--- src/rtl/adl32_pkg.sv ---
// ----------------------------------------------------------------------------
// adl32_pkg
// Shared types and constants for the Adler-32 checksum unit.
// ----------------------------------------------------------------------------
package adl32_pkg;

  localparam int unsigned Lanes     = 4;
  localparam int unsigned CntW      = 3;
  localparam int unsigned ByteW     = 8;
  localparam int unsigned SumW      = 16;
  localparam logic [16:0] AdlMod    = 17'd65521;
  localparam logic [31:0] SeedReset = 32'd1;

  // What one lane hands to the merge stage
  typedef struct packed {
    logic [ByteW-1:0] byte_val;   // byte, zero when the lane is unused
    logic [ByteW+1:0] weighted;   // byte times its high-sum weight
  } adl32_lane_t;

  typedef logic [ByteW-1:0] adl32_byte_t;

endpackage

--- src/rtl/adler32_checksum_unit.sv ---
// ----------------------------------------------------------------------------
// adler32_checksum_unit
// Running Adler-32 checksum over a stream of up to four bytes per item.
// ----------------------------------------------------------------------------
// Usage:
//   Input channel in_valid/in_stall carries start_req, byte_count and four
//   byte lanes. byte_count bytes are taken from lane 0 upwards; counts above
//   four count as four, a count of zero adds nothing.
//   start_req loads both sums from the seed register before the bytes go in.
//   Every accepted item gives one result item on out_valid/out_stall: the
//   running checksum, high sum in bits 31..16, low sum in bits 15..0.
//   Each result is registered, into the skid register if the output register
//   still holds one. Throughput is one item per cycle while in_stall is low;
//   the four lanes and the merge adder are combinational. A two-deep output
//   (output register plus skid register) keeps in_stall a registered signal:
//   it rises only once both hold a result that the receiver has not taken, so
//   a stalled receiver costs no item. The user must write the seed through
//   seed_wr_en/seed_wr_data only while the unit is idle; nothing checks it.
//   Reset: seed 1, low sum 1, high sum 0, output side empty.
// ----------------------------------------------------------------------------
module adler32_checksum_unit (
  input  logic        clk,
  input  logic        rst,
  // configuration
  input  logic        seed_wr_en,
  input  logic [31:0] seed_wr_data,
  // input channel
  input  logic        in_valid,
  output logic        in_stall,
  input  logic        start_req,
  input  logic [2:0]  byte_count,
  input  logic [7:0]  data_byte0,
  input  logic [7:0]  data_byte1,
  input  logic [7:0]  data_byte2,
  input  logic [7:0]  data_byte3,
  // output channel
  output logic        out_valid,
  input  logic        out_stall,
  output logic [31:0] checksum
);
  import adl32_pkg::*;

  logic [31:0]     seed;
  logic [SumW-1:0] low_sum;
  logic [SumW-1:0] high_sum;
  logic [SumW-1:0] low_next;
  logic [SumW-1:0] high_next;
  logic [SumW-1:0] low_base;
  logic [SumW-1:0] high_base;
  logic [CntW-1:0] n_bytes;

  adl32_byte_t     lane_data [Lanes];
  adl32_lane_t     lane_res  [Lanes];

  logic            skid_full;
  logic [31:0]     skid_data;
  logic            accept;
  logic            out_fire;

  assign accept   = in_valid && !in_stall;
  assign out_fire = out_valid && !out_stall;
  assign in_stall = skid_full;

  // Seed register
  always_ff @(posedge clk) begin
    if (rst) begin
      seed <= SeedReset;
    end else if (seed_wr_en) begin
      seed <= seed_wr_data;
    end
  end

  // Start of message replaces the running sums by the seed halves
  assign low_base  = start_req ? seed[15:0]  : low_sum;
  assign high_base = start_req ? seed[31:16] : high_sum;
  assign n_bytes   = (byte_count > 3'(Lanes)) ? 3'(Lanes) : byte_count;

  assign lane_data[0] = data_byte0;
  assign lane_data[1] = data_byte1;
  assign lane_data[2] = data_byte2;
  assign lane_data[3] = data_byte3;

  for (genvar g = 0; g < Lanes; g++) begin : g_lane
    adl32_lane #(
      .LaneIdx (3'(g))
    ) u_lane (
      .n_bytes (n_bytes),
      .data    (lane_data[g]),
      .lane    (lane_res[g])
    );
  end

  adl32_merge u_merge (
    .lanes    (lane_res),
    .n_bytes  (n_bytes),
    .low_in   (low_base),
    .high_in  (high_base),
    .low_out  (low_next),
    .high_out (high_next)
  );

  // Running sums
  always_ff @(posedge clk) begin
    if (rst) begin
      low_sum  <= 16'd1;
      high_sum <= 16'd0;
    end else if (accept) begin
      low_sum  <= low_next;
      high_sum <= high_next;
    end
  end

  // Output register with skid behind it; order is kept by always
  // refilling the output register from the skid first
  always_ff @(posedge clk) begin
    if (rst) begin
      out_valid <= 1'b0;
      skid_full <= 1'b0;
    end else if (out_fire) begin
      if (skid_full) begin
        skid_full <= 1'b0;
      end else if (!accept) begin
        out_valid <= 1'b0;
      end
    end else if (accept) begin
      if (!out_valid) begin
        out_valid <= 1'b1;
      end else begin
        skid_full <= 1'b1;
      end
    end
  end

  always_ff @(posedge clk) begin
    if (out_fire) begin
      if (skid_full) begin
        checksum <= skid_data;
      end else if (accept) begin
        checksum <= {high_next, low_next};
      end
    end else if (accept) begin
      if (!out_valid) begin
        checksum <= {high_next, low_next};
      end else begin
        skid_data <= {high_next, low_next};
      end
    end
  end

  // --------------------------------------------------------------------------
  // Assertions
  // --------------------------------------------------------------------------
  a_skid_behind_out : assert property (@(posedge clk) disable iff (rst)
    skid_full |-> out_valid)
    else $error("skid holds a result while the output register is empty");

  a_sums_reduced : assert property (@(posedge clk) disable iff (rst)
    (accept && byte_count != 3'd0) |=>
      (17'(low_sum) < AdlMod && 17'(high_sum) < AdlMod))
    else $error("running sums not reduced below the modulus");

  a_out_drains : assert property (@(posedge clk) disable iff (rst)
    (out_fire && !skid_full && !accept) |=> !out_valid)
    else $error("output still valid after its only result was taken");

  a_skid_fill : assert property (@(posedge clk) disable iff (rst)
    (accept && out_valid && out_stall) |=> skid_full)
    else $error("accepted item lost while the receiver stalled");

endmodule

--- src/rtl/adl32_lane.sv ---
// ----------------------------------------------------------------------------
// adl32_lane
// One byte lane: masks the byte and weights it by how many high-sum
// additions it still takes part in within the item.
// ----------------------------------------------------------------------------
module adl32_lane #(
  parameter logic [2:0] LaneIdx = 3'd0
) (
  input  logic [adl32_pkg::CntW-1:0]  n_bytes,
  input  adl32_pkg::adl32_byte_t      data,
  output adl32_pkg::adl32_lane_t      lane
);
  import adl32_pkg::*;

  logic             used;
  logic [CntW-1:0]  weight;

  always_comb begin
    used   = (LaneIdx < n_bytes);
    weight = used ? (n_bytes - LaneIdx) : '0;
    lane.byte_val = used ? data : '0;
    // weight is at most four, so the product fits in ten bits
    lane.weighted = 10'(data * weight);
  end

endmodule

--- src/rtl/adl32_merge.sv ---
// ----------------------------------------------------------------------------
// adl32_merge
// Combines the lane results with the incoming sums and reduces both
// sums modulo 65521.
// ----------------------------------------------------------------------------
module adl32_merge (
  input  adl32_pkg::adl32_lane_t          lanes [adl32_pkg::Lanes],
  input  logic [adl32_pkg::CntW-1:0]      n_bytes,
  input  logic [adl32_pkg::SumW-1:0]      low_in,
  input  logic [adl32_pkg::SumW-1:0]      high_in,
  output logic [adl32_pkg::SumW-1:0]      low_out,
  output logic [adl32_pkg::SumW-1:0]      high_out
);
  import adl32_pkg::*;

  logic [9:0]  byte_tot;
  logic [11:0] wt_tot;
  logic [16:0] low_raw;
  logic [18:0] high_raw;
  logic [16:0] high_fold;

  always_comb begin
    byte_tot = '0;
    wt_tot   = '0;
    for (int i = 0; i < Lanes; i++) begin
      byte_tot = byte_tot + 10'(lanes[i].byte_val);
      wt_tot   = wt_tot + 12'(lanes[i].weighted);
    end

    low_raw  = 17'(low_in) + 17'(byte_tot);
    high_raw = 19'(high_in) + 19'(low_in * n_bytes) + 19'(wt_tot);

    // 2^16 is 15 mod 65521: fold the top bits back in, then one subtract
    high_fold = 17'(high_raw[15:0]) + 17'(high_raw[18:16] * 4'd15);

    if (n_bytes == '0) begin
      low_out  = low_in;
      high_out = high_in;
    end else begin
      low_out  = (low_raw >= AdlMod) ? 16'(low_raw - AdlMod) : low_raw[15:0];
      high_out = (high_fold >= AdlMod) ? 16'(high_fold - AdlMod) : high_fold[15:0];
    end
  end

endmodule
--- config.mk ---
export PLATFORM = sky130hd
export DESIGN_NAME = adler32_checksum_unit
export DESIGN_NICKNAME = d
export VERILOG_FILES = /design/src/rtl/adl32_pkg.sv /design/src/rtl/adler32_checksum_unit.sv /design/src/rtl/adl32_lane.sv /design/src/rtl/adl32_merge.sv
export SDC_FILE = /design/constraint.sdc
export NUM_CORES = 1
export LEC_CHECK = 0
export BUFFER_PORTS_ARGS = -buffer_cell sky130_fd_sc_hd__clkbuf_2
export CAP_MARGIN = 25
export CORE_ASPECT_RATIO = 0.7
export CORE_UTILIZATION = 37
export DETAILED_ROUTE_END_ITERATION = 8
export HOLD_SLACK_MARGIN = 0.12
export SYNTH_ARGS = -nofsm -noshare
export SYNTH_HDL_FRONTEND = slang
export SYNTH_SLANG_ARGS = --single-unit
--- constraint.sdc ---
create_clock -name clk -period 18.5 [get_ports clk]
set_input_delay 0.925 -clock clk [delete_from_list [all_inputs] [get_ports clk]]
set_output_delay 0.925 -clock clk [all_outputs]
set_load 0.02 [all_outputs]
Yosys cells after proc, flatten, opt, wreduce, memory -nomap -nowiden
Index checks and enable logic that the tools add are counted.
{"block": "classes", "add_sub_neg": 15, "n_mul": 6, "magnitude_cmp": 7, "eq_ne": 3, "n_mux": 24, "bitwise": 1, "reduce_logical": 12}
{"op": "$mux W32", "n": 5}
{"op": "$mux W16", "n": 6}
{"op": "$mul A8 B3 Y10", "n": 4}
{"op": "$ge A17 B16 Y1 const B", "n": 2}
{"op": "$mux W8", "n": 4}
{"op": "$sub A16 B16 Y16 const B", "n": 2}
{"op": "$add A12 B10 Y12", "n": 2}
{"op": "$add A10 B8 Y10", "n": 2}
{"op": "$add A16 B19 Y19", "n": 1}
{"op": "$add A19 B12 Y19", "n": 1}
{"op": "$mul A16 B3 Y19", "n": 1}
{"op": "$add A16 B10 Y17", "n": 1}
{"op": "$add A16 B7 Y17", "n": 1}
{"op": "$mux W3", "n": 5}
{"op": "$add A10 B10 Y11", "n": 1}
{"op": "$add A8 B8 Y9", "n": 1}
{"op": "$reduce_and A3 Y1", "n": 3}
{"op": "$mul A3 B4 Y7 const B", "n": 1}
{"op": "$lt A1 B3 Y1 const A", "n": 2}
{"op": "$lt A2 B3 Y1 const A", "n": 2}
{"op": "$sub A3 B2 Y3 const B", "n": 2}
{"op": "$mux W1", "n": 4}
{"op": "$ne A2 B2 Y1 const B", "n": 2}
{"op": "$reduce_bool A2 Y1", "n": 2}
{"op": "other kinds (9)", "n": 11}
{"block": "totals", "regBits": 130, "input_bits": 73, "wordCells": 75}

Depth between registers and ports, before layout
Gate-level depths: netlist of the first run.
{"block": "logic_depth", "depth_word": 17, "mapped_depth": 58, "mapped_depth_nobuf": 54}

Hierarchy
A second synthesis of the first run with hierarchy kept.
{"block": "hier_totals", "cells_unflattened": 1505, "area_unflattened_um2": 13880.8}
{"module": "adl32_merge", "instances": 1, "cells_each": 729, "area_per_inst_um2": 5970.7}
{"module": "adler32_checksum_unit", "instances": 1, "cells_each": 396, "area_per_inst_um2": 5168.7}
{"module": "adl32_lane (g_lane[3].u_lane)", "instances": 1, "cells_each": 97, "area_per_inst_um2": 711.9}
{"module": "adl32_lane (g_lane[1].u_lane)", "instances": 1, "cells_each": 98, "area_per_inst_um2": 698.2}
{"module": "adl32_lane (g_lane[2].u_lane)", "instances": 1, "cells_each": 93, "area_per_inst_um2": 669.4}
{"module": "adl32_lane (g_lane[0].u_lane)", "instances": 1, "cells_each": 92, "area_per_inst_um2": 661.9}

Worst setup path before layout of the first run
No wires, ideal clock.
{"block": "synth_timing", "path_type": "in2reg", "from": "input port byte_count[0]", "to": "register checksum[19] (data pin)", "setup_ps": 269, "arrival_time_ps": 12158, "slack_ps": 6074, "stages": 53, "cell_sequence": "nor2b_1 > inv_1 > clkbuf_1 > ha_1 > nand2b_1 > clkbuf_1 > nand2_1 > fa_1 > inv_1 > ha_1 > fa_1 > ha_1 > inv_1 > nor2_1 > nor2_1 > o21bai_1 > a21oi_1 > o21bai_1 > (+17 left out) > a21oi_1 > xnor2_1 > fa_1 > inv_1 > fa_1 > fa_1 > nor2b_1 > o21ai_0 > a21oi_1 > nor2_1 > or3_1 > o31ai_1 > o31ai_4 > o41a_1 > buf_6 > or3_1 > a21oi_2 > o31ai_1"}
{"block": "synth_between", "elab_chain_len": 17, "elab_cells_between_ends": 35, "classes_between": "10 x add/sub; 6 x mul; 6 x order compare; 12 x mux; 1 x reduce/logical"}
{"item": "from (decl)", "line_no": "adler32_checksum_unit.sv:31", "rtl": "input logic [2:0] byte_count,"}
{"item": "$gt A3 B3 Y1", "line_no": "adler32_checksum_unit.sv:76", "rtl": "assign n_bytes = (byte_count > 3'(Lanes)) ? 3'(Lanes) : byte_count;"}
{"item": "$mux W3 (*)", "line_no": "adler32_checksum_unit.sv:76"}
{"item": "$sub A3 B1 Y3 or $lt A1 B3 Y1 (tied branches)", "line_no": "adl32_lane.sv:20, adl32_lane.sv:19"}
{"item": "$mux W3", "line_no": "adl32_lane.sv:20", "rtl": "weight = used ? (n_bytes - LaneIdx) : '0;"}
{"item": "$mul A8 B3 Y10", "line_no": "adl32_lane.sv:23", "rtl": "lane.weighted = 10'(data * weight);"}
{"item": "$add A10 B10 Y11", "line_no": "adl32_merge.sv:27", "rtl": "wt_tot = wt_tot + 12'(lanes[i].weighted);"}
{"item": "$add A12 B10 Y12 (2 in series)", "line_no": "adl32_merge.sv:27"}
{"item": "$add A19 B12 Y19", "line_no": "adl32_merge.sv:31", "rtl": "high_raw = 19'(high_in) + 19'(low_in * n_bytes) + 19'(wt_tot);"}
{"item": "$mul A3 B4 Y7", "line_no": "adl32_merge.sv:34", "rtl": "high_fold = 17'(high_raw[15:0]) + 17'(high_raw[18:16] * 4'd15);"}
{"item": "$add A16 B7 Y17", "line_no": "adl32_merge.sv:34"}
{"item": "$sub A16 B16 Y16 or $ge A17 B16 Y1 (tied branches)", "line_no": "adl32_merge.sv:41", "rtl": "high_out = (high_fold >= AdlMod) ? 16'(high_fold - AdlMod) : high_fold[15:0];"}
{"item": "$mux W16", "line_no": "adl32_merge.sv:41"}
{"item": "$mux W16 (*)", "line_no": "adl32_merge.sv:36", "rtl": "if (n_bytes == '0) begin"}
{"item": "$mux W32, on equally long branches", "line_no": "adler32_checksum_unit.sv:142, adler32_checksum_unit.sv:138"}
{"item": "$mux W32, on equally long branches", "line_no": "adler32_checksum_unit.sv:141, adler32_checksum_unit.sv:136"}
{"item": "$mux W32 (*)", "line_no": "adler32_checksum_unit.sv:135", "rtl": "if (out_fire) begin"}
{"item": "to (signal assigned)", "line_no": "adler32_checksum_unit.sv:137", "rtl": "checksum <= skid_data;"}
{"item": "to (signal assigned)", "line_no": "adler32_checksum_unit.sv:139", "rtl": "checksum <= {high_next, low_next};"}
{"item": "to (signal assigned)", "line_no": "adler32_checksum_unit.sv:143", "rtl": "checksum <= {high_next, low_next};"}
{"item": "to (decl)", "line_no": "adler32_checksum_unit.sv:39", "rtl": "output logic [31:0] checksum"}
Every way passes the cells marked *; elsewhere a longest branch is shown, timed or not. The select of a mux whose other input is x is not followed.
A chain may end at the register's enable or synchronous reset.

Final worst setup path of the first run
{"block": "layout_timing", "from": "input port byte_count[2]", "to": "register checksum[21] (data pin)"}
The elaborated chain is that of the path after synthesis.

==> summary.txt, run 1 <==
status = completed
Cell Area, Synth = 13700 sq um
worst r2r path cells = 33
RePlAce Congestion = 0.899
fin. max-slew vios = 0
final worst slack = 4.55 ns
DP HPWL = 29700 um
GR Overflow Total = 0
Filler cells = 3570
Setup Slack @ Placement = 4.20 ns
die width = 232 um
Mapped Cells = 1571
Slowest cell on crit path = clkbuf_2
die area = 37800 sq um
RSZ-0062 raised after global routing = false
Relative slew margins = 38.3%
Clock Path Buffers = 2
vias in the first global route = 10800
HP Start = high_sum[8]$_SDFFE_PP0P_
number of synthesized register bits = 130
sum of negative setup slack = 0 ns
yosys warns = 0
CP Data Required Time = 18.66 ns
via count = 11000
clock latency on the worst-skew pair = 0.42 ns
# hold bufs at CTS = 0
CTS Buf Count = 17
first-pass GRT wire length = 58200 um
Worst EP arrival = 14.11 ns
Final #Nets = 1950
chip height = 163 um
WL final = 36000 um
Setup crit start kind = primary input
site row count = 58
Final setup viols = 0
asr flop ratio synth = 0%
DRC errors left = 0
Max Freq = 71.7 MHz
antenna violations before repair = 0
Vias/cell = 5.13
Tmin final = 13.95 ns
IO Count = 107
Post-synth EDFFs = 64
ranking of synthesized cells by area = edfxtp_1 14%, fa_1 13%, ha_1 12%, dfxtp_1 9.6%, inv_1 5.0%
Post-CTS Setup Bufs = 0
Critical Path Source = byte_count[2]
sequential fraction of the synthesis area = 23.7%
Ant. Diodes = 0
Root Driver = clkbuf_16
final number of hold-violating endpoints = 0
Syn Nets = 1870
worst stage delay on the critical path = 0.69 ns
largest net degree at the start of global routing = 52
hold path depth = 2
Worst Clk Skew = 0.00867 ns
Synth top cells by count = 182 x inv_1, 181 x nand2_1, 136 x ha_1
# resized after CTS = 0
I/O Buffers = 106
synth-to-layout area growth = 11.8%
initial DRC count = 640
DRT antenna net count = 0
Mapped Avg Cell Area = 8.73 sq um
max cap viols = 0
Worst Tran Pin Value = 0.926 ns
Crit Path Class = primary input to register
Setup crit end kind = register
WL/cell = 16.8 um
post-synth top area share = 14.0%
most common cell in the netlist = inv_1
first-pass detailed-route iteration total = 5
Total GRT Usage = 19.6%
initial core utilization = 37.9%
H-tree depth = 4
Critical Path Fanout Max = 51
RR Startpoint = seed[1]$_SDFFE_PP0P_
CTS tree = done
Core Util, Final = 42.3%
# clock sinks = 130
Clock Pin Slew Worst Setup and Hold Paths = 0.06 ns
Distinct cells, synth = 71
area leader, netlist = edfxtp_1
core area = 36200 sq um
layout cells sized above 1 = 13.2%
Final Cycle Share = 75.4%
ys flop type = dfxtp_1
hold crit path type = register to register
[per-layer routing]
| metal | track usage (%) | vias to the layer above | share of wire (%) |
|---|---|---|---|
| met2 | 30.1 | 242 | 43 |
| met3 | 3.84 | 24 | 5.6 |
| met5 | 0 | - | 0 |
| met4 | 3.02 | 0 | 0.81 |
| li1 | - | 5500 | - |
| met1 | 28.9 | 5238 | 50 |
[registers in the layout, summed over array words and instances (netlist names)]
register and cells:
checksum 32, high_sum 16, in_stall 1, low_sum 16, out_valid 1, seed 32
skid_data 32
[critical path: cells and delay by family]
family	cells	cell delay, ns
and+or+nand+nor	11	1.98
buffers and inverters	7	1.55
xor gates and xnor gates	3	0.49
adders and majority gates	12	5.14
AOI/OAI and AO/OA	19	3.97
[layout make-up]
| cell class | instances | area [sq um] | share of cell area [%] |
|---|---|---|---|
| multi-input combinational | 1199 | 9560 | 62.4 |
| sequential | 130 | 3240 | 21.2 |
| inverter | 184 | 691 | 4.51 |
| timing repair buffer | 119 | 641 | 4.18 |
| tap | 480 | 601 | 3.92 |
| clock buffer | 21 | 504 | 3.29 |
| clock inverter | 11 | 86.3 | 0.563 |
[layout by cell type (no fill, tap or decap), types with 5 or more instances in the layout]
master	instances
o211ai_1	5
dfxtp_1	66
xor2_1	26
nor2_1	127
a21o_1	29
o31ai_1	13
ha_1	136
o21bai_1	30
or3_1	5
nor2b_1	21
buf_4	12
a31o_2	5
inv_1	182
mux2i_1	50
a211oi_1	7
nor3_1	22
o21a_1	14
nand4_1	6
clkbuf_16	20
nor4_1	6
a21oi_1	103
mux2_2	42
and2_1	29
nand2b_1	16
a31oi_1	12
o22ai_1	6
fa_1	90
edfxtp_1	64
clkbuf_2	106
and3_1	22
o21ai_0	42
nand2_1	181
xnor2_1	67
nand3_1	29
[cells by family (layout without fill, tap and decap cells)]
group	Yosys count	count (layout)	share of synthesized area (%)
DFF	130	130	23.7
xor gates and xnor gates	94	94	6.06
AOI/OAI and AO/OA	300	300	14.4
adders and majority gates	226	226	25.6
and+or+nand+nor	486	486	16.4
buffers and inverters	242	335	6.72
muxes	93	93	7.21
[path summary, 6_finish.rpt]
path	endpoint	slack, ns
worst min register to register	high_sum[8]$_SDFFE_PP0P_	0.46
worst min-delay path	high_sum[8]$_SDFFE_PP0P_	0.46
worst max-delay path	checksum[21]$_DFFE_PP_	4.55
worst max register to register	checksum[21]$_DFFE_PP_	8.48
[metrics by stage]
stage                     hold WS [ns]  cells  area (sq um)
after global routing             0.469   2144         15300
after floorplan                  0.434   1571         13700
after CTS                        0.457   2144         15300
after global placement           0.439   2111         14700
final                            0.455   2144         15300
after detailed placement         0.450   2112         14700
Power of run 1 is left out: the tool's default activity adds up to more than one toggle a clock period on the data nets, which glitch-free logic cannot reach.
==> inputs of run 2 (changes only) <==
==> constraint.sdc (replaced) <==
create_clock -name clk -period 13.9 [get_ports clk]
set_input_delay 0.695 -clock clk [delete_from_list [all_inputs] [get_ports clk]]
set_output_delay 0.695 -clock clk [all_outputs]
set_load 0.02 [all_outputs]
==> run 2 against run 1 <==
  * Clock skew is 0.0030 ns higher
  * Worst setup slack worse by 3.5 ns
  * Count of clock-buffer cells in the layout is 6 higher
==> summary.txt, run 2 (same netlist as run 1, synthesis figures left out) <==
vias in the first global route = 11200
final number of hold-violating endpoints = 0
Root Driver = clkbuf_16
sum of negative setup slack = 0 ns
Slowest cell on crit path = fa_1
final worst slack = 1.10 ns
most frequent cells in the layout = 181 x nand2_1, 180 x inv_1, 136 x ha_1
GR Overflow Total = 0
IO Count = 107
layout cells sized above 1 = 13.4%
RSZ-0062 raised after global routing = false
Final Cycle Share = 92.1%
Filler cells = 3545
area of the multi-input gates = 9560 sq um
I/O Buffers = 106
Vias/cell = 5.20
die area = 37800 sq um
Clock Path Buffers = 2
Relative slew margins = 55.6%
max cap viols = 0
antenna violations before repair = 0
Setup crit end kind = register
Clock Pin Slew Worst Setup and Hold Paths = 0.06 ns
Setup crit start kind = primary input
H-tree depth = 4
core area = 36200 sq um
first-pass GRT wire length = 59600 um
first-pass detailed-route iteration total = 5
FF-to-FF setup slack = 3.97 ns
clock latency on the worst-skew pair = 0.42 ns
RR Startpoint = seed[1]$_SDFFE_PP0P_
Total GRT Usage = 20.1%
initial core utilization = 37.9%
initial DRC count = 836
die width = 232 um
Tmin final = 12.80 ns
Critical Path Source = byte_count[2]
DRC errors left = 0
R2R Path End = checksum[21]$_DFFE_PP_
CTS tree = done
Final #Nets = 1953
CP Data Required Time = 14.06 ns
Worst EP arrival = 12.97 ns
capture point of the worst path = checksum[21]$_DFFE_PP_
largest registers = checksum x32, seed x32, skid_data x32
Ant. Diodes = 0
status = completed
via count = 11200
DP HPWL = 30100 um
Worst Tran Pin Value = 0.648 ns
Max Freq = 78.1 MHz
Worst Clk Skew = 0.0117 ns
WL final = 36700 um
Post-CTS Setup Bufs = 0
chip height = 163 um
worst stage delay on the critical path = 0.64 ns
DRT antenna net count = 0
CTS Buf Count = 17
# clock sinks = 130
synth-to-layout area growth = 12.1%
Crit Path Class = primary input to register
Storage cell area = 3240 sq um
fin. max-slew vios = 0
Setup Slack @ Placement = 0.614 ns
worst r2r path cells = 34
site row count = 58
Final setup viols = 0
Critical Path Fanout Max = 11
hold crit path type = register to register
most common cell after layout, fill and taps aside = nand2_1
WL/cell = 17.1 um
RePlAce Congestion = 0.903
largest net degree at the start of global routing = 51
## run 2: what timing repair did
action	CTS	global route
hold buffers	0	0
resized for setup	0	2
endpoints found under the setup margin	0	4
hold endpoints to repair	0	0
## run 2: critical path: cells and delay by family
family | cells | cell delay (ns)
multiplexers | 1 | 0.41
AO/OA/AOI/OAI | 19 | 3.99
XOR/XNOR | 3 | 0.51
buffers and inverters | 6 | 0.73
AND/OR/NAND/NOR | 10 | 1.93
adder cells (fa/ha/maj) | 11 | 4.70
## run 2: stage by stage
| stage | instance area [sq um] | util [%] | cells | hold slack [ns] |
|---|---|---|---|---|
| floorplan | 13700 | - | 1571 | 0.434 |
| global route | 15400 | 42.4 | 2147 | 0.480 |
| detailed placement | 14800 | 40.8 | 2115 | 0.450 |
| global placement | 14700 | 40.7 | 2114 | 0.439 |
| CTS | 15400 | 42.4 | 2147 | 0.457 |
| finish | 15400 | 42.4 | 2147 | 0.457 |
## run 2: final cells by class
class | count | area share (%)
multi-input cells | 1199 | 62.2
well taps | 480 | 3.91
repair buffers | 122 | 4.31
inverters | 184 | 4.52
flip-flops and latches | 130 | 21.1
clock buffers | 27 | 3.75
clock inverters | 5 | 0.195
## run 2: worst min-delay path by stage
stage / from / to / slack [ns] / depth (start not counted)
final: low_sum[1]$_SDFFE_PP0P_ / low_sum[1]$_SDFFE_PP0P_ / 0.46 / 2
after global routing: high_sum[1]$_SDFFE_PP0P_ / high_sum[1]$_SDFFE_PP0P_ / 0.48 / 2
after CTS: low_sum[1]$_SDFFE_PP0P_ / low_sum[1]$_SDFFE_PP0P_ / 0.46 / 2
after detailed placement: low_sum[1]$_SDFFE_PP0P_ / low_sum[1]$_SDFFE_PP0P_ / 0.45 / 2
after global placement: high_sum[12]$_SDFFE_PP0P_ / high_sum[12]$_SDFFE_PP0P_ / 0.44 / 2
after floorplan: high_sum[10]$_SDFFE_PP0P_ / high_sum[10]$_SDFFE_PP0P_ / 0.43 / 2
## run 2: routing by layer
| layer | share of wire (%) | routed length, um | track usage (%) | up-vias |
|---|---|---|---|---|
| li1 | - | - | - | 5516 |
| met1 | 51 | 18600 | 29.8 | 5337 |
| met2 | 43 | 15900 | 30.7 | 274 |
| met3 | 4.5 | 1670 | 3.06 | 38 |
| met4 | 1.6 | 586 | 3.86 | 0 |
| met5 | 0 | 0 | 0 | - |
Power of run 2 is left out for the same reason.
